## src/rtl/core/rfid_gated_flap_lock_controller_macros.svh

```systemverilog
// Assertion macros shared by the flap lock controller RTL.
// No dependencies; include by bare file name.
`ifndef RFID_GATED_FLAP_LOCK_CONTROLLER_MACROS_SVH
`define RFID_GATED_FLAP_LOCK_CONTROLLER_MACROS_SVH

// same-cycle implication, async active-low reset disables the check
`define RFGFL_ASSERT_IMP(lbl, clk, rstn, ante, cons) \
  lbl: assert property (@(posedge clk) disable iff (!(rstn)) (ante) |-> (cons)) \
    else $error("rfgfl assertion failed");

// next-cycle implication
`define RFGFL_ASSERT_NXT(lbl, clk, rstn, ante, cons) \
  lbl: assert property (@(posedge clk) disable iff (!(rstn)) (ante) |=> (cons)) \
    else $error("rfgfl assertion failed");

`endif

```

## src/rtl/core/rfgfl_pkg.sv

```systemverilog
// Types, constants and helpers for the flap lock controller.
// No dependencies; used by the top level, rfgfl_front and rfgfl_back in rtl/core.
package rfgfl_pkg;

  localparam int unsigned TAG_SLOTS   = 16;
  localparam int unsigned FRAME_BYTES = 29;
  localparam int unsigned ID_DIGITS   = 10;
  localparam int unsigned TAG_W       = 40;
  localparam int unsigned SLOT_W      = 4;
  localparam int unsigned CNT_W       = 5;
  localparam int unsigned DIG_W       = 4;
  localparam int unsigned TMR_W       = 16;
  localparam logic [7:0]  HDR_BYTE    = 8'h02;

  localparam logic [TMR_W-1:0] MOTION_TO_RST = 16'd10000;
  localparam logic [TMR_W-1:0] UNLOCK_RST    = 16'd5000;
  localparam logic [TMR_W-1:0] RDR_RST_RST   = 16'd2000;

  typedef enum logic [1:0] {
    OP_TICK  = 2'd0,
    OP_BYTE  = 2'd1,
    OP_WRITE = 2'd2,
    OP_NOP   = 2'd3
  } op_e;

  typedef enum logic [1:0] {
    MODE_IDLE     = 2'd0,
    MODE_READING  = 2'd1,
    MODE_UNLOCKED = 2'd2
  } mode_e;

  typedef enum logic [1:0] {
    PH_HUNT    = 2'd0,
    PH_COLLECT = 2'd1,
    PH_SKIP    = 2'd2
  } phase_e;

  typedef enum logic [1:0] {
    EV_NONE    = 2'd0,
    EV_PERMIT  = 2'd1,
    EV_DENIED  = 2'd2,
    EV_UNKNOWN = 2'd3
  } event_e;

  typedef enum logic [2:0] {
    REG_FLAP_DIR   = 3'd0,
    REG_ALLOW_IN   = 3'd1,
    REG_ALLOW_OUT  = 3'd2,
    REG_MOTION_TO  = 3'd3,
    REG_UNLOCK     = 3'd4,
    REG_RDR_RST    = 3'd5
  } reg_e;

  typedef struct packed {
    op_e               op;
    logic              motion;
    logic [7:0]        rx_byte;
    logic [SLOT_W-1:0] slot_index;
    logic [TAG_W-1:0]  slot_tag;
    logic              slot_valid;
    logic              slot_allow_in;
    logic              slot_allow_out;
  } item_t;

  typedef struct packed {
    logic             flap_direction;
    logic             allow_in_global;
    logic             allow_out_global;
    logic [TMR_W-1:0] motion_timeout_ms;
    logic [TMR_W-1:0] unlock_hold_ms;
    logic [TMR_W-1:0] reader_reset_ms;
  } cfg_t;

  // {is_hex, nibble}
  function automatic logic [DIG_W:0] hex_digit(input logic [7:0] c);
    logic [DIG_W:0] r;
    r = '0;
    if (c >= 8'h30 && c <= 8'h39) begin
      r = {1'b1, c[3:0]};
    end else if ((c >= 8'h41 && c <= 8'h46) || (c >= 8'h61 && c <= 8'h66)) begin
      r = {1'b1, c[3:0] + 4'd9};
    end
    return r;
  endfunction

  function automatic logic [TMR_W-1:0] sat_inc(input logic [TMR_W-1:0] v);
    return (&v) ? v : v + 1'b1;
  endfunction

endpackage

```

## src/rtl/core/rfgfl_if.sv

```systemverilog
// Channel interfaces for the flap lock controller.
// No dependencies.
interface rfgfl_in_if;
  logic        valid;
  logic        ready;
  logic [1:0]  operation;
  logic        motion;
  logic [7:0]  rx_byte;
  logic [3:0]  slot_index;
  logic [39:0] slot_tag;
  logic        slot_valid;
  logic        slot_allow_in;
  logic        slot_allow_out;

  modport source (output valid, operation, motion, rx_byte, slot_index, slot_tag,
                  slot_valid, slot_allow_in, slot_allow_out, input ready);
  modport sink   (input valid, operation, motion, rx_byte, slot_index, slot_tag,
                  slot_valid, slot_allow_in, slot_allow_out, output ready);
endinterface

interface rfgfl_out_if;
  logic        valid;
  logic        ready;
  logic [1:0]  mode;
  logic        servo_enable;
  logic        lock_engaged;
  logic        reader_power;
  logic        reader_reset_pulse;
  logic [1:0]  tag_event;
  logic [39:0] tag_value;

  modport source (output valid, mode, servo_enable, lock_engaged, reader_power,
                  reader_reset_pulse, tag_event, tag_value, input ready);
  modport sink   (input valid, mode, servo_enable, lock_engaged, reader_power,
                  reader_reset_pulse, tag_event, tag_value, output ready);
endinterface

```

## src/rtl/core/rfid_gated_flap_lock_controller.sv

```systemverilog
// Top level of the RFID gated flap lock controller: APB register file,
// front queue and back end. Depends on rfgfl_pkg, rfgfl_if, rfgfl_front, rfgfl_back.
//
//   channel  dir  handshake       payload
//   in_ch    in   valid/ready     operation, motion, rx_byte, slot_* fields
//   out_ch   out  valid/ready     mode, servo/lock/power, pulse, tag_event/value
//   apb      in   psel/penable    paddr[4:0], pwdata, prdata; pready tied high
//
// One item per cycle sustained while the output is not stalled; an item's result appears in the
// cycle after it leaves the two-entry front queue, passing through the queue and the output register.
// The back end's combinational tag decode and 16-way compare set that rate.
// rst_ni clears control state and the tag table valid bits at once.
// A stalled output holds its register; the front queue keeps accepting until full.
module rfid_gated_flap_lock_controller (
  input  logic        clk_i,
  input  logic        rst_ni,
  rfgfl_in_if.sink    in_ch,
  rfgfl_out_if.source out_ch,
  input  logic        psel,
  input  logic        penable,
  input  logic        pwrite,
  input  logic [4:0]  paddr,
  input  logic [31:0] pwdata,
  output logic [31:0] prdata,
  output logic        pready
);
  import rfgfl_pkg::*;

  cfg_t  cfg_q;
  item_t item;
  logic  item_valid, item_ready;
  logic  wr_en;
  reg_e  reg_sel;

  assign pready  = 1'b1;
  assign wr_en   = psel && penable && pwrite;
  assign reg_sel = reg_e'(paddr[4:2]);

  always_ff @(posedge clk_i or negedge rst_ni) begin
    if (!rst_ni) begin
      cfg_q.flap_direction    <= 1'b0;
      cfg_q.allow_in_global   <= 1'b1;
      cfg_q.allow_out_global  <= 1'b1;
      cfg_q.motion_timeout_ms <= MOTION_TO_RST;
      cfg_q.unlock_hold_ms    <= UNLOCK_RST;
      cfg_q.reader_reset_ms   <= RDR_RST_RST;
    end else if (wr_en) begin
      unique case (reg_sel)
        REG_FLAP_DIR:  cfg_q.flap_direction    <= pwdata[0];
        REG_ALLOW_IN:  cfg_q.allow_in_global   <= pwdata[0];
        REG_ALLOW_OUT: cfg_q.allow_out_global  <= pwdata[0];
        REG_MOTION_TO: cfg_q.motion_timeout_ms <= pwdata[TMR_W-1:0];
        REG_UNLOCK:    cfg_q.unlock_hold_ms    <= pwdata[TMR_W-1:0];
        REG_RDR_RST:   cfg_q.reader_reset_ms   <= pwdata[TMR_W-1:0];
        default: ;
      endcase
    end
  end

  always_comb begin
    unique case (reg_sel)
      REG_FLAP_DIR:  prdata = {31'd0, cfg_q.flap_direction};
      REG_ALLOW_IN:  prdata = {31'd0, cfg_q.allow_in_global};
      REG_ALLOW_OUT: prdata = {31'd0, cfg_q.allow_out_global};
      REG_MOTION_TO: prdata = {16'd0, cfg_q.motion_timeout_ms};
      REG_UNLOCK:    prdata = {16'd0, cfg_q.unlock_hold_ms};
      REG_RDR_RST:   prdata = {16'd0, cfg_q.reader_reset_ms};
      default:       prdata = '0;
    endcase
  end

  rfgfl_front u_front (
    .clk_i        (clk_i),
    .rst_ni       (rst_ni),
    .in_ch        (in_ch),
    .item_o       (item),
    .item_valid_o (item_valid),
    .item_ready_i (item_ready)
  );

  rfgfl_back u_back (
    .clk_i        (clk_i),
    .rst_ni       (rst_ni),
    .item_i       (item),
    .item_valid_i (item_valid),
    .item_ready_o (item_ready),
    .cfg_i        (cfg_q),
    .out_ch       (out_ch)
  );

endmodule

```

## src/rtl/core/rfgfl_front.sv

```systemverilog
// Front end: accepts input transfers, classifies the operation, and buffers
// items in a two-entry queue. Depends on rfgfl_pkg and rfgfl_in_if.
`include "rfid_gated_flap_lock_controller_macros.svh"
module rfgfl_front (
  input  logic             clk_i,
  input  logic             rst_ni,
  rfgfl_in_if.sink         in_ch,
  output rfgfl_pkg::item_t item_o,
  output logic             item_valid_o,
  input  logic             item_ready_i
);
  import rfgfl_pkg::*;

  localparam int unsigned QDEPTH = 2;

  item_t      q_mem [QDEPTH];
  logic       wr_ptr_q, wr_ptr_d, rd_ptr_q, rd_ptr_d;
  logic [1:0] cnt_q, cnt_d;
  logic       push, pop;
  item_t      in_item;

  always_comb begin
    in_item.op             = op_e'(in_ch.operation);
    in_item.motion         = in_ch.motion;
    in_item.rx_byte        = in_ch.rx_byte;
    in_item.slot_index     = in_ch.slot_index;
    in_item.slot_tag       = in_ch.slot_tag;
    in_item.slot_valid     = in_ch.slot_valid;
    in_item.slot_allow_in  = in_ch.slot_allow_in;
    in_item.slot_allow_out = in_ch.slot_allow_out;
  end

  assign in_ch.ready  = (cnt_q != 2'(QDEPTH));
  assign push         = in_ch.valid && in_ch.ready;
  assign item_valid_o = (cnt_q != 2'd0);
  assign pop          = item_valid_o && item_ready_i;
  assign item_o       = q_mem[rd_ptr_q];

  always_comb begin
    wr_ptr_d = push ? ~wr_ptr_q : wr_ptr_q;
    rd_ptr_d = pop  ? ~rd_ptr_q : rd_ptr_q;
    cnt_d    = cnt_q + 2'(push) - 2'(pop);
  end

  always_ff @(posedge clk_i or negedge rst_ni) begin
    if (!rst_ni) begin
      wr_ptr_q <= 1'b0;
      rd_ptr_q <= 1'b0;
      cnt_q    <= 2'd0;
    end else begin
      wr_ptr_q <= wr_ptr_d;
      rd_ptr_q <= rd_ptr_d;
      cnt_q    <= cnt_d;
    end
  end

  always_ff @(posedge clk_i) begin
    if (push) begin
      q_mem[wr_ptr_q] <= in_item;
    end
  end

  `RFGFL_ASSERT_IMP(a_cnt_bound, clk_i, rst_ni, 1'b1, cnt_q <= 2'(QDEPTH))
  `RFGFL_ASSERT_IMP(a_ptr_sync, clk_i, rst_ni, cnt_q == 2'd1, wr_ptr_q != rd_ptr_q)

endmodule

```

## src/rtl/core/rfgfl_back.sv

```systemverilog
// Back end: mode control, timers, frame parser, tag table and output register.
// Depends on rfgfl_pkg and rfgfl_out_if.
`include "rfid_gated_flap_lock_controller_macros.svh"
module rfgfl_back (
  input  logic             clk_i,
  input  logic             rst_ni,
  input  rfgfl_pkg::item_t item_i,
  input  logic             item_valid_i,
  output logic             item_ready_o,
  input  rfgfl_pkg::cfg_t  cfg_i,
  rfgfl_out_if.source      out_ch
);
  import rfgfl_pkg::*;

  localparam int unsigned DIDX_W = $clog2(ID_DIGITS);

  // control state
  mode_e            mode_q, mode_d;
  logic             servo_q, servo_d, lock_q, lock_d, power_q, power_d;
  phase_e           phase_q, phase_d;
  logic [CNT_W-1:0] cnt_q, cnt_d;
  logic [TMR_W-1:0] smot_q, smot_d, sfrm_q, sfrm_d, stag_q, stag_d;
  logic             slot_vld_q [TAG_SLOTS];

  // payload storage
  logic [DIG_W-1:0] dig_q [ID_DIGITS];
  logic             hex_q [ID_DIGITS];
  logic [TAG_W-1:0] slot_tag_q [TAG_SLOTS];
  logic             slot_in_q  [TAG_SLOTS];
  logic             slot_out_q [TAG_SLOTS];

  // output register
  logic             ovld_q;
  mode_e            omode_q;
  logic             oservo_q, olock_q, opower_q, opulse_q;
  event_e           oev_q;
  logic [TAG_W-1:0] otag_q;

  logic             fire, pulse, dig_we;
  event_e           ev, lookup_ev;
  logic [TAG_W-1:0] id, tagv;
  logic             ok, hit;
  logic [DIG_W:0]   hd;

  assign item_ready_o = !ovld_q || out_ch.ready;
  assign fire         = item_valid_i && item_ready_o;
  assign hd           = hex_digit(item_i.rx_byte);

  // tag from stored digits, most significant first, stop at first non-hex
  always_comb begin
    id = '0;
    ok = 1'b1;
    for (int k = 0; k < ID_DIGITS; k++) begin
      if (ok && hex_q[ID_DIGITS-1-k]) begin
        id = {id[TAG_W-DIG_W-1:0], dig_q[ID_DIGITS-1-k]};
      end else begin
        ok = 1'b0;
      end
    end
  end

  // lowest valid matching slot wins
  always_comb begin
    hit       = 1'b0;
    lookup_ev = EV_UNKNOWN;
    for (int i = 0; i < TAG_SLOTS; i++) begin
      if (!hit && slot_vld_q[i] && slot_tag_q[i] == id) begin
        hit = 1'b1;
        if (cfg_i.flap_direction ? (slot_out_q[i] && cfg_i.allow_out_global)
                                 : (slot_in_q[i] && cfg_i.allow_in_global)) begin
          lookup_ev = EV_PERMIT;
        end else begin
          lookup_ev = EV_DENIED;
        end
      end
    end
  end

  always_comb begin
    mode_d  = mode_q;
    servo_d = servo_q;
    lock_d  = lock_q;
    power_d = power_q;
    phase_d = phase_q;
    cnt_d   = cnt_q;
    smot_d  = smot_q;
    sfrm_d  = sfrm_q;
    stag_d  = stag_q;
    pulse   = 1'b0;
    ev      = EV_NONE;
    tagv    = '0;
    dig_we  = 1'b0;
    unique case (item_i.op)
      OP_TICK: begin
        if (mode_q == MODE_IDLE) begin
          if (item_i.motion) begin
            servo_d = 1'b1;
            power_d = 1'b1;
            smot_d  = '0;
            stag_d  = '0;
            sfrm_d  = '0;
            phase_d = PH_HUNT;
            cnt_d   = '0;
            pulse   = 1'b1;
            mode_d  = MODE_READING;
          end
        end else begin
          smot_d = item_i.motion ? '0 : sat_inc(smot_q);
          sfrm_d = sat_inc(sfrm_q);
          stag_d = sat_inc(stag_q);
          if (mode_q == MODE_READING && smot_d >= cfg_i.motion_timeout_ms) begin
            servo_d = 1'b0;
            power_d = 1'b0;
            smot_d  = '0;
            sfrm_d  = '0;
            stag_d  = '0;
            phase_d = PH_HUNT;
            cnt_d   = '0;
            mode_d  = MODE_IDLE;
          end else begin
            if (mode_q == MODE_UNLOCKED && stag_d >= cfg_i.unlock_hold_ms) begin
              lock_d  = 1'b1;
              sfrm_d  = '0;
              phase_d = PH_HUNT;
              cnt_d   = '0;
              pulse   = 1'b1;
              mode_d  = MODE_READING;
            end
            if (sfrm_d >= cfg_i.reader_reset_ms) begin
              sfrm_d  = '0;
              phase_d = PH_HUNT;
              cnt_d   = '0;
              pulse   = 1'b1;
            end
          end
        end
      end
      OP_BYTE: begin
        if (mode_q != MODE_IDLE) begin
          unique case (phase_q)
            PH_HUNT: begin
              if (item_i.rx_byte == HDR_BYTE) begin
                phase_d = PH_COLLECT;
                cnt_d   = '0;
              end
            end
            PH_COLLECT: begin
              dig_we = (cnt_q < CNT_W'(ID_DIGITS));
              cnt_d  = cnt_q + 1'b1;
              if (cnt_d >= CNT_W'(FRAME_BYTES)) begin
                phase_d = PH_SKIP;
              end
            end
            default: begin
              phase_d = PH_HUNT;
              cnt_d   = '0;
              stag_d  = '0;
              sfrm_d  = '0;
              if (id != '0) begin
                ev   = lookup_ev;
                tagv = id;
                if (mode_q == MODE_READING && lookup_ev == EV_PERMIT) begin
                  pulse   = 1'b1;
                  lock_d  = 1'b0;
                  power_d = 1'b1;
                  mode_d  = MODE_UNLOCKED;
                end else if (mode_q == MODE_UNLOCKED && lookup_ev != EV_PERMIT) begin
                  pulse  = 1'b1;
                  lock_d = 1'b1;
                  mode_d = MODE_READING;
                end
              end
            end
          endcase
        end
      end
      default: ;
    endcase
  end

  always_ff @(posedge clk_i or negedge rst_ni) begin
    if (!rst_ni) begin
      mode_q  <= MODE_IDLE;
      servo_q <= 1'b0;
      lock_q  <= 1'b1;
      power_q <= 1'b0;
      phase_q <= PH_HUNT;
      cnt_q   <= '0;
      smot_q  <= '0;
      sfrm_q  <= '0;
      stag_q  <= '0;
      ovld_q  <= 1'b0;
      for (int i = 0; i < TAG_SLOTS; i++) begin
        slot_vld_q[i] <= 1'b0;
      end
    end else begin
      if (fire) begin
        mode_q  <= mode_d;
        servo_q <= servo_d;
        lock_q  <= lock_d;
        power_q <= power_d;
        phase_q <= phase_d;
        cnt_q   <= cnt_d;
        smot_q  <= smot_d;
        sfrm_q  <= sfrm_d;
        stag_q  <= stag_d;
        if (item_i.op == OP_WRITE) begin
          slot_vld_q[item_i.slot_index] <= item_i.slot_valid;
        end
      end
      if (fire) begin
        ovld_q <= 1'b1;
      end else if (out_ch.ready) begin
        ovld_q <= 1'b0;
      end
    end
  end

  always_ff @(posedge clk_i) begin
    if (fire) begin
      omode_q  <= mode_d;
      oservo_q <= servo_d;
      olock_q  <= lock_d;
      opower_q <= power_d;
      opulse_q <= pulse;
      oev_q    <= ev;
      otag_q   <= tagv;
      if (dig_we) begin
        dig_q[cnt_q[DIDX_W-1:0]] <= hd[DIG_W-1:0];
        hex_q[cnt_q[DIDX_W-1:0]] <= hd[DIG_W];
      end
      if (item_i.op == OP_WRITE) begin
        slot_tag_q[item_i.slot_index] <= item_i.slot_tag;
        slot_in_q[item_i.slot_index]  <= item_i.slot_allow_in;
        slot_out_q[item_i.slot_index] <= item_i.slot_allow_out;
      end
    end
  end

  assign out_ch.valid              = ovld_q;
  assign out_ch.mode               = omode_q;
  assign out_ch.servo_enable       = oservo_q;
  assign out_ch.lock_engaged       = olock_q;
  assign out_ch.reader_power       = opower_q;
  assign out_ch.reader_reset_pulse = opulse_q;
  assign out_ch.tag_event          = oev_q;
  assign out_ch.tag_value          = otag_q;

  `RFGFL_ASSERT_IMP(a_unlock_lock, clk_i, rst_ni, 1'b1, (mode_q == MODE_UNLOCKED) == !lock_q)
  `RFGFL_ASSERT_IMP(a_idle_off, clk_i, rst_ni, mode_q == MODE_IDLE, !servo_q && !power_q)
  `RFGFL_ASSERT_NXT(a_fire_valid, clk_i, rst_ni, fire, ovld_q)

endmodule
```

## src/flat_wrapper.sv

```systemverilog
// flat-port wrapper written by rule: the top's interface ports become plain ports
module rfid_gated_flap_lock_controller_flat import rfgfl_pkg::*;
  (clk_i, rst_ni, psel, penable, pwrite, paddr, pwdata, prdata, pready, in_ch_valid, in_ch_operation, in_ch_motion, in_ch_rx_byte, in_ch_slot_index, in_ch_slot_tag, in_ch_slot_valid, in_ch_slot_allow_in, in_ch_slot_allow_out, in_ch_ready, out_ch_valid, out_ch_mode, out_ch_servo_enable, out_ch_lock_engaged, out_ch_reader_power, out_ch_reader_reset_pulse, out_ch_tag_event, out_ch_tag_value, out_ch_ready);
  rfgfl_in_if in_ch_i ();
  rfgfl_out_if out_ch_i ();
  input  logic clk_i;
  input  logic rst_ni;
  input  logic psel;
  input  logic penable;
  input  logic pwrite;
  input  logic [4:0] paddr;
  input  logic [31:0] pwdata;
  output logic [31:0] prdata;
  output logic pready;
  input wire logic [$bits(in_ch_i.valid)-1:0] in_ch_valid;
  input wire logic [$bits(in_ch_i.operation)-1:0] in_ch_operation;
  input wire logic [$bits(in_ch_i.motion)-1:0] in_ch_motion;
  input wire logic [$bits(in_ch_i.rx_byte)-1:0] in_ch_rx_byte;
  input wire logic [$bits(in_ch_i.slot_index)-1:0] in_ch_slot_index;
  input wire logic [$bits(in_ch_i.slot_tag)-1:0] in_ch_slot_tag;
  input wire logic [$bits(in_ch_i.slot_valid)-1:0] in_ch_slot_valid;
  input wire logic [$bits(in_ch_i.slot_allow_in)-1:0] in_ch_slot_allow_in;
  input wire logic [$bits(in_ch_i.slot_allow_out)-1:0] in_ch_slot_allow_out;
  output wire logic [$bits(in_ch_i.ready)-1:0] in_ch_ready;
  output wire logic [$bits(out_ch_i.valid)-1:0] out_ch_valid;
  output wire logic [$bits(out_ch_i.mode)-1:0] out_ch_mode;
  output wire logic [$bits(out_ch_i.servo_enable)-1:0] out_ch_servo_enable;
  output wire logic [$bits(out_ch_i.lock_engaged)-1:0] out_ch_lock_engaged;
  output wire logic [$bits(out_ch_i.reader_power)-1:0] out_ch_reader_power;
  output wire logic [$bits(out_ch_i.reader_reset_pulse)-1:0] out_ch_reader_reset_pulse;
  output wire logic [$bits(out_ch_i.tag_event)-1:0] out_ch_tag_event;
  output wire logic [$bits(out_ch_i.tag_value)-1:0] out_ch_tag_value;
  input wire logic [$bits(out_ch_i.ready)-1:0] out_ch_ready;
  assign in_ch_i.valid = in_ch_valid;
  assign in_ch_i.operation = in_ch_operation;
  assign in_ch_i.motion = in_ch_motion;
  assign in_ch_i.rx_byte = in_ch_rx_byte;
  assign in_ch_i.slot_index = in_ch_slot_index;
  assign in_ch_i.slot_tag = in_ch_slot_tag;
  assign in_ch_i.slot_valid = in_ch_slot_valid;
  assign in_ch_i.slot_allow_in = in_ch_slot_allow_in;
  assign in_ch_i.slot_allow_out = in_ch_slot_allow_out;
  assign in_ch_ready = in_ch_i.ready;
  assign out_ch_valid = out_ch_i.valid;
  assign out_ch_mode = out_ch_i.mode;
  assign out_ch_servo_enable = out_ch_i.servo_enable;
  assign out_ch_lock_engaged = out_ch_i.lock_engaged;
  assign out_ch_reader_power = out_ch_i.reader_power;
  assign out_ch_reader_reset_pulse = out_ch_i.reader_reset_pulse;
  assign out_ch_tag_event = out_ch_i.tag_event;
  assign out_ch_tag_value = out_ch_i.tag_value;
  assign out_ch_i.ready = out_ch_ready;
  rfid_gated_flap_lock_controller u_core (.clk_i(clk_i), .rst_ni(rst_ni), .in_ch(in_ch_i), .out_ch(out_ch_i), .psel(psel), .penable(penable), .pwrite(pwrite), .paddr(paddr), .pwdata(pwdata), .prdata(prdata), .pready(pready));
endmodule
```

## config.mk

```make
export PLATFORM = sky130hd
export DESIGN_NAME = rfid_gated_flap_lock_controller_flat
export DESIGN_NICKNAME = d
export VERILOG_FILES = /design/src/rtl/core/rfgfl_pkg.sv /design/src/rtl/core/rfgfl_if.sv /design/src/rtl/core/rfid_gated_flap_lock_controller.sv /design/src/rtl/core/rfgfl_front.sv /design/src/rtl/core/rfgfl_back.sv /design/src/flat_wrapper.sv
export VERILOG_INCLUDE_DIRS = /design/src /design/src/rtl/core
export SDC_FILE = /design/constraint.sdc
export NUM_CORES = 2
export LEC_CHECK = 0
export BUFFER_PORTS_ARGS = -buffer_cell sky130_fd_sc_hd__buf_2
export CAP_MARGIN = 30
export CORE_MARGIN = 4
export CORE_UTILIZATION = 40
export DETAILED_ROUTE_END_ITERATION = 16
export PLACE_DENSITY = 0.6
export SLEW_MARGIN = 20
export SYNTH_ARGS = -nofsm -noshare
export SYNTH_HDL_FRONTEND = slang
export SYNTH_SLANG_ARGS = --single-unit
```

## constraint.sdc

```tcl
create_clock -name clk_i -period 13.7 [get_ports clk_i]
set_clock_uncertainty 0.2 [all_clocks]
set_input_delay 1.37 -clock clk_i [delete_from_list [all_inputs] [get_ports clk_i]]
set_output_delay 1.37 -clock clk_i [all_outputs]
set_load 0.005 [all_outputs]
```

### After elaboration in Yosys (flattened, before gate mapping)

Memories as Yosys holds them, arrays and structs flattened.
Index checks and enable logic that the tools add are counted.

| cells by class | value |
|---|---|
| add/sub/neg operators | 7 |
| $mul | 0 |
| divide/modulo/power cells | 0 |
| magnitude comparators | 13 |
| equality and inequality tests | 37 |
| shift operators | 0 |
| multiplexer cells | 182 |
| bitwise operators | 6 |
| reductions and logical operators | 127 |

Operator list:

| kind | number |
|---|---|
| $eq 40x40->1 | 16 |
| $mux 40 | 9 |
| $mux 16 | 18 |
| $mux 2 | 49 |
| $pmux 16 s6 | 1 |
| $logic_and 1x1->1 | 84 |
| $mux 1 | 83 |
| $pmux 16 s2 | 2 |
| $add 16x1->16 const B | 3 |
| $ge 16x16->1 | 3 |
| $reduce_and 16->1 | 3 |
| $mux 5 | 9 |
| $reduce_bool 40->1 | 1 |
| $pmux 5 s2 | 2 |
| $bwmux 16 | 1 |
| $ge 8x7->1 const B | 2 |
| $le 8x7->1 const B | 2 |
| $logic_not 1->1 | 16 |
| $reduce_and 2->1 | 7 |
| $pmux 2 s2 | 3 |
| $ge 5x5->1 const B | 2 |
| $ne 3x3->1 const B | 3 |
| $eq 2x1->1 const B | 4 |
| $eq 8x2->1 const B | 1 |
| 30 further kinds | 48 |

| storage, ports and cells | value |
|---|---|
| bits in registers | 180 |
| bits in latches | 0 |
| bits in writable memories | 838 |
| memory bits (read-only) | 0 |
| bits of input ports | 102 |
| output and inout port bits | 83 |
| logic and storage cells | 420 |
| memories | 6 |

Memory list:

| memory | words | width | read ports | clocked after memory_dff | wr ports | RTL line | text |
|---|---|---|---|---|---|---|---|
| u_core.u_back.slot_tag_q | 16 | 40 | 16 | 0 | 1 | rfgfl_back.sv:28 | `logic [TAG_W-1:0] slot_tag_q [TAG_SLOTS];` |
| u_core.u_front.q_mem | 2 | 58 | 1 | 0 | 1 | rfgfl_front.sv:16 | `item_t q_mem [QDEPTH];` |
| u_core.u_back.dig_q | 10 | 4 | 10 | 0 | 1 | rfgfl_back.sv:26 | `logic [DIG_W-1:0] dig_q [ID_DIGITS];` |
| u_core.u_back.slot_in_q | 16 | 1 | 16 | 0 | 1 | rfgfl_back.sv:29 | `logic slot_in_q [TAG_SLOTS];` |
| u_core.u_back.slot_out_q | 16 | 1 | 16 | 0 | 1 | rfgfl_back.sv:30 | `logic slot_out_q [TAG_SLOTS];` |
| u_core.u_back.hex_q | 10 | 1 | 10 | 0 | 1 | rfgfl_back.sv:27 | `logic hex_q [ID_DIGITS];` |

### Depth between registers and ports, before layout

An unclocked memory read counts as a cell.

| depth | value |
|---|---|
| depth after elaboration | 91 |
| gate-level depth with buffers | 42 |
| depth with buffers taken out | 41 |

### By module

A second synthesis with hierarchy kept.

| second synthesis, totals | value |
|---|---|
| cell total of the unflattened synthesis | 4251 |
| area, all modules | 52113.7 um^2 |

By module, submodules not included:

| module | instances | cells an instance | area each (um^2) | sequential area each (um^2) |
|---|---|---|---|---|
| rfgfl_back | 1 | 3863 | 45057.0 | 25050.3 |
| rfgfl_front | 1 | 198 | 4428.0 | 3583.4 |
| rfid_gated_flap_lock_controller | 1 | 190 | 2628.8 | 1298.7 |

### Least setup slack after synthesis

OpenSTA, ideal clock, no wires.

| path | value |
|---|---|
| path type | register to register |
| start point | register u_core.u_back.stag_q[3] |
| end point | register u_core.u_back.sfrm_q[10] |
| setup time | 0.066 ns |
| arrival | 6.895 ns |
| data required time | 13.434 ns |
| slack | 6.539 ns |
| cell stages (with the launch flop) | 42 |
| path buffers | 3 |
| period minus slack after synthesis | 7.161 ns |
| path through | dfrtp_1 > nand3_1 > nor3_1 > nand3_1 > nor2_1 > nand2_1 > nor2_1 > and2_1 > nand4_1 > mux2_2 > ha_1 > a21o_1 > a21o_1 > a21o_1 > a21o_1 > a21o_1 > a21oi_1 > nor2b_1 > [6 not listed] > nor2_1 > ha_1 > a21o_1 > a21o_1 > a21o_1 > a21o_1 > a21o_1 > a21o_1 > a21oi_1 > nor2b_1 > o21ai_0 > nand2b_1 > a211o_1 > o221ai_1 > nor2b_1 > clkbuf_1 > clkbuf_1 > a22o_1 |

| on the way | value |
|---|---|
| cells in the longest elaborated chain, start to end | 13 |
| elaborated cells between the ends (all ways) | 14 |
| classes of those cells | 1 x add/sub; 2 x order compare; 9 x mux; 2 x reduce/logical |

Ends and longest elaborated chain:

| what | RTL line | text |
|---|---|---|
| from (decl) | rfgfl_back.sv:22 | `logic [TMR_W-1:0] smot_q, smot_d, sfrm_q, sfrm_d, stag_q, stag_d;` |
| from (signal assigned) | rfgfl_back.sv:206 | `stag_q <= stag_d;` |
| $add 16x1->16 or $reduce_and 16->1 (tied branches) | rfgfl_pkg.sv:87 | `return (&v) ? v : v + 1'b1;` |
| $mux 16 * | rfgfl_pkg.sv:87 |  |
| $ge 16x16->1 * | rfgfl_back.sv:121 | `if (mode_q == MODE_UNLOCKED && stag_d >= cfg_i.unlock_hold_ms) begin` |
| $logic_and 1x1->1 * | rfgfl_back.sv:121 |  |
| $mux 16 * | rfgfl_back.sv:121 |  |
| $mux 16 * | rfgfl_back.sv:111 | `if (mode_q == MODE_READING && smot_d >= cfg_i.motion_timeout_ms) begin` |
| $mux 16 * | rfgfl_back.sv:95 | `if (mode_q == MODE_IDLE) begin` |
| $mux 16 * | rfgfl_back.sv:93 | `unique case (item_i.op)` |
| $ge 16x16->1 | rfgfl_back.sv:129 | `if (sfrm_d >= cfg_i.reader_reset_ms) begin` |
| $mux 16 * | rfgfl_back.sv:129 |  |
| $mux 16 * | rfgfl_back.sv:111 |  |
| $mux 16 * | rfgfl_back.sv:95 |  |
| $pmux 16 s2 * | rfgfl_back.sv:93 |  |
| to (signal assigned) | rfgfl_back.sv:205 | `sfrm_q <= sfrm_d;` |
| to (decl) | rfgfl_back.sv:22 |  |

Mark *: on every way between the ends. The rest lies on a longest branch, timed or not. The select of a mux whose other input is x is not followed.
A chain may end at the register's enable or synchronous reset.

==> results.sh <==
export IMPL_p_leak_nw=19.85
export IMPL_ff2ff_setup_slack_ns=4.99
export IMPL_clock_latency_ns=0.74
export IMPL_hold_class="register to register"
export IMPL_yosysWarnings=0
export IMPL_drc_errors=0
export IMPL_track_usage_pct=34.13
export IMPL_yosysUniqueCellTypes=117
export IMPL_crit_type="register to register"
export IMPL_register_area_sq_um=29940
export IMPL_htree_num_levels=3
export IMPL_dp_slack_ns=5.115
export IMPL_top_layer_used="met5"
export IMPL_critPathCaptureType="register"
export IMPL_hold_viol=0
export IMPL_cts_tree="done"
export IMPL_path_clk_slew_ns=0.08
export IMPL_dieArea_sq_um=132300
export IMPL_yosys_top_cells_count="886 x edfxtp_1, 270 x xnor2_1, 262 x nand2_1, 232 x nor2_1, 203 x xor2_1"
export IMPL_fmax_mhz=114.8
export IMPL_dieWidth_um=363.8
export IMPL_drt_initial_drc_count=6125
export IMPL_initial_core_util_pct=40.27
export IMPL_rows=130
export IMPL_slew_limit_headroom_pct=23.35
export IMPL_dr_pass1_iters=6
export IMPL_finalWeightedCongestion=1.026
export IMPL_placed_cell_area_sq_um=53940
export IMPL_grt_pass1_wl_um=310600
export IMPL_synth_area_leaders="edfxtp_1 53%, dfrtp_1 5.6%, xnor2_1 4.7%, xor2_1 3.5%, nand2_1 1.9%"
export IMPL_syn_inst=4082
export IMPL_postLayoutCellArea_sq_um=57690
export IMPL_met3_length_um=26490
export IMPL_start_kind="register"
export IMPL_numCtsBuffers=111
export IMPL_seq_area_frac_synth_pct=59.12
export IMPL_drive_gt1_share_pct=16.23
export IMPL_whs_ns=0.3023
export IMPL_hold_start="u_core.u_front.cnt_q[1]"
export IMPL_dr_total_vias=39630
export IMPL_cts_resized=0
export IMPL_reg2reg_depth=17
export IMPL_area_growth_pct=13.95
export IMPL_multiInputGateArea_sq_um=19570
export IMPL_pwr_density_cell_nw_per_um2=148.4
export IMPL_hold_depth=1
export IMPL_final_util_pct=45.88
export IMPL_ios=185
export IMPL_maxCapViolations=0
export IMPL_synth_top_area_share_pct=52.55
export IMPL_synth_ff_type="edfxtp_1"
export IMPL_synth_edf_count=886
export IMPL_fin_ws_ns=4.987
export IMPL_via_per_inst=6.528
export IMPL_report_final_slew_viol_count=0
export IMPL_cts_buffer_depth=3
export IMPL_finalSetupViolations=0
export IMPL_r2r_start="u_core.u_back.hex_q[7]"
export IMPL_vdd_drop_max_uv=181.0
export IMPL_cp_required_ns=13.97
export IMPL_nFillCells=11360
export IMPL_yosys_register_bits=1018
export IMPL_synth_top_cell_by_area="edfxtp_1"
export IMPL_worstMarginPinSlew_ns=1.150
export IMPL_cts_setup_buffers=0
export IMPL_avgSynthCellArea_sq_um=12.40
export IMPL_hold_end="u_core.u_front.cnt_q[1]"
export IMPL_min_period_ns=8.713
export IMPL_cts_root_buf="clkbuf_16"
export IMPL_status="complete, no violations"
export IMPL_synth_most_common_cell="edfxtp_1"
export IMPL_layout_nets=4482
export IMPL_cts_hold_buffers=0
export IMPL_overflow=0
export IMPL_setup_tns_ns=0
export IMPL_grt_max_degree=71
export IMPL_grt_pass1_vias=36810
export IMPL_syn_area_sq_um=50630
export IMPL_coreArea_sq_um=125700
export IMPL_dr_wl_met2_um=97750
export IMPL_io_buffers=149
export IMPL_dieHeight_um=363.8
export IMPL_synth_async_reset_ratio_pct=12.97
export IMPL_rsz0062_at_grt="false"
export IMPL_dp_hpwl_um=161400
export IMPL_wl_um=230700
export IMPL_clock_sinks=1018
export IMPL_timing_rr_end="u_core.u_back.out_ch.mode[1]"
export IMPL_antenna_found_initial=20
export IMPL_m1WireLength_um=91640
export IMPL_path_max_fanout=41
export IMPL_wl_per_cell_um=38.01
export IMPL_worstPathArrival_ns=8.98
export IMPL_ant_nets=0
export IMPL_post_route_period_util_pct=63.60
-- worst max-delay path: stages, from the launching register on --
cell	delay, ns
edfxtp_1	1.00
nand4_4	0.87
nor2_4	0.95
mux2i_2	0.28
buf_4	0.29
a21o_2	0.52
or2_1	0.51
o22ai_1	0.15
nor4_1	0.45
nand4_1	0.20
nor4_2	0.82
o21ai_0	0.20
a2111oi_1	0.67
a211oi_2	0.19
o211ai_4	0.55
o21bai_1	0.19
nand2_1	0.08
a32o_2	0.28
-- per-layer routing --
layer | up-vias | GRT usage, %
li1 | 16180 | -
met1 | 19990 | 47.10
met2 | 2845 | 50.31
met3 | 604 | 7.619
met4 | 10 | 18.11
met5 | - | 0
-- flip-flops by register name (all words and copies together), names as in the netlist, 16 cells and up --
signal	flops
u_core.u_back.slot_in_q	16
u_core.cfg_q	51
u_core.u_front.q_mem	116
u_core.u_back.slot_out_q	16
u_core.u_back.dig_q	40
u_core.u_back.slot_vld_q	16
u_core.u_back.smot_q	16
u_core.u_back.sfrm_q	16
u_core.u_back.out_ch.tag_value	40
u_core.u_back.stag_q	16
u_core.u_back.slot_tag_q	640
-- cell families (layout without fill, tap and decap cells) --
| family | count (synthesis) | after routing | share of synthesized area [%] |
|---|---|---|---|
| AO/OA/AOI/OAI | 954 | 954 | 13.74 |
| XOR/XNOR | 473 | 473 | 8.183 |
| adder cells (fa/ha/maj) | 61 | 61 | 1.508 |
| buffers and inverters | 321 | 635 | 2.963 |
| flip-flops | 1018 | 1018 | 59.12 |
| multiplexers | 150 | 150 | 3.218 |
| other | 2 | 26 | 0.01483 |
| AND/OR/NAND/NOR | 1103 | 1103 | 11.25 |
-- worst max-delay path by stage --
stage | start | end | cells past startpoint
floorplan | u_core.u_back.stag_q[3] | u_core.u_back.sfrm_q[10] | 41
global placement | u_core.u_back.stag_q[3] | u_core.u_back.sfrm_q[0] | 39
detailed placement | u_core.u_back.stag_q[3] | u_core.u_back.sfrm_q[0] | 39
CTS | u_core.u_back.stag_q[3] | u_core.u_back.sfrm_q[0] | 39
global route | u_core.u_back.stag_q[3] | u_core.u_back.sfrm_q[0] | 40
finish | u_core.u_back.hex_q[7] | u_core.u_back.out_ch.mode[1] | 17
-- cells in the final DEF, fill, tap and decap left out, types with 24 or more instances in the layout --
cell       netlist  final
edfxtp_1       886    886
xnor2_1        270    270
nand2_1        262    261
nor2_1         232    213
xor2_1         203    203
o21ai_0        188    186
buf_4           32    157
buf_2           74    154
nand3_1        129    127
a21oi_1        132    127
clkbuf_16        0    113
dfrtp_1        113    112
inv_1          107    107
mux2_2          85     85
nand4_1         80     80
nor3_1          75     72
nor4_1          67     65
ha_1            61     61
mux2i_1         62     59
a22o_1          56     56
a211oi_1        51     50
o2111ai_1       50     50
o22ai_1         47     46
nand2b_1        42     42
o211ai_1        37     37
a22oi_1         38     37
a21o_1          33     33
and3_1          33     32
and2_1          29     29
a31oi_1         29     28
a2111oi_0       26     24
-- final cells by class --
type,instances,share of cell area [%]
Antenna cell,9,0.03904
Clock buffer,146,5.290
Clock inverter,59,0.9998
Inverter,109,0.7092
Multi-Input combinational cell,2758,33.91
Sequential cell,1018,51.89
Tap cell,1650,3.579
Timing Repair Buffer,321,3.576
-- power by group --
group	total [mW]	switching [mW]	internal, mW
sequential	4.10	0.150	3.95
combinational	1.44	1.11	0.332
clock	3.01	1.31	1.70
-- metrics by stage --
stage	power (mW)	cells
2_1_floorplan	4.776	4097
6_report	8.562	6070
5_1_grt	8.810	6063
3_5_place_dp	5.564	5848
3_3_place_gp	5.547	5836
4_1_cts	8.552	6053
Power figures use the tool's default switching activity.
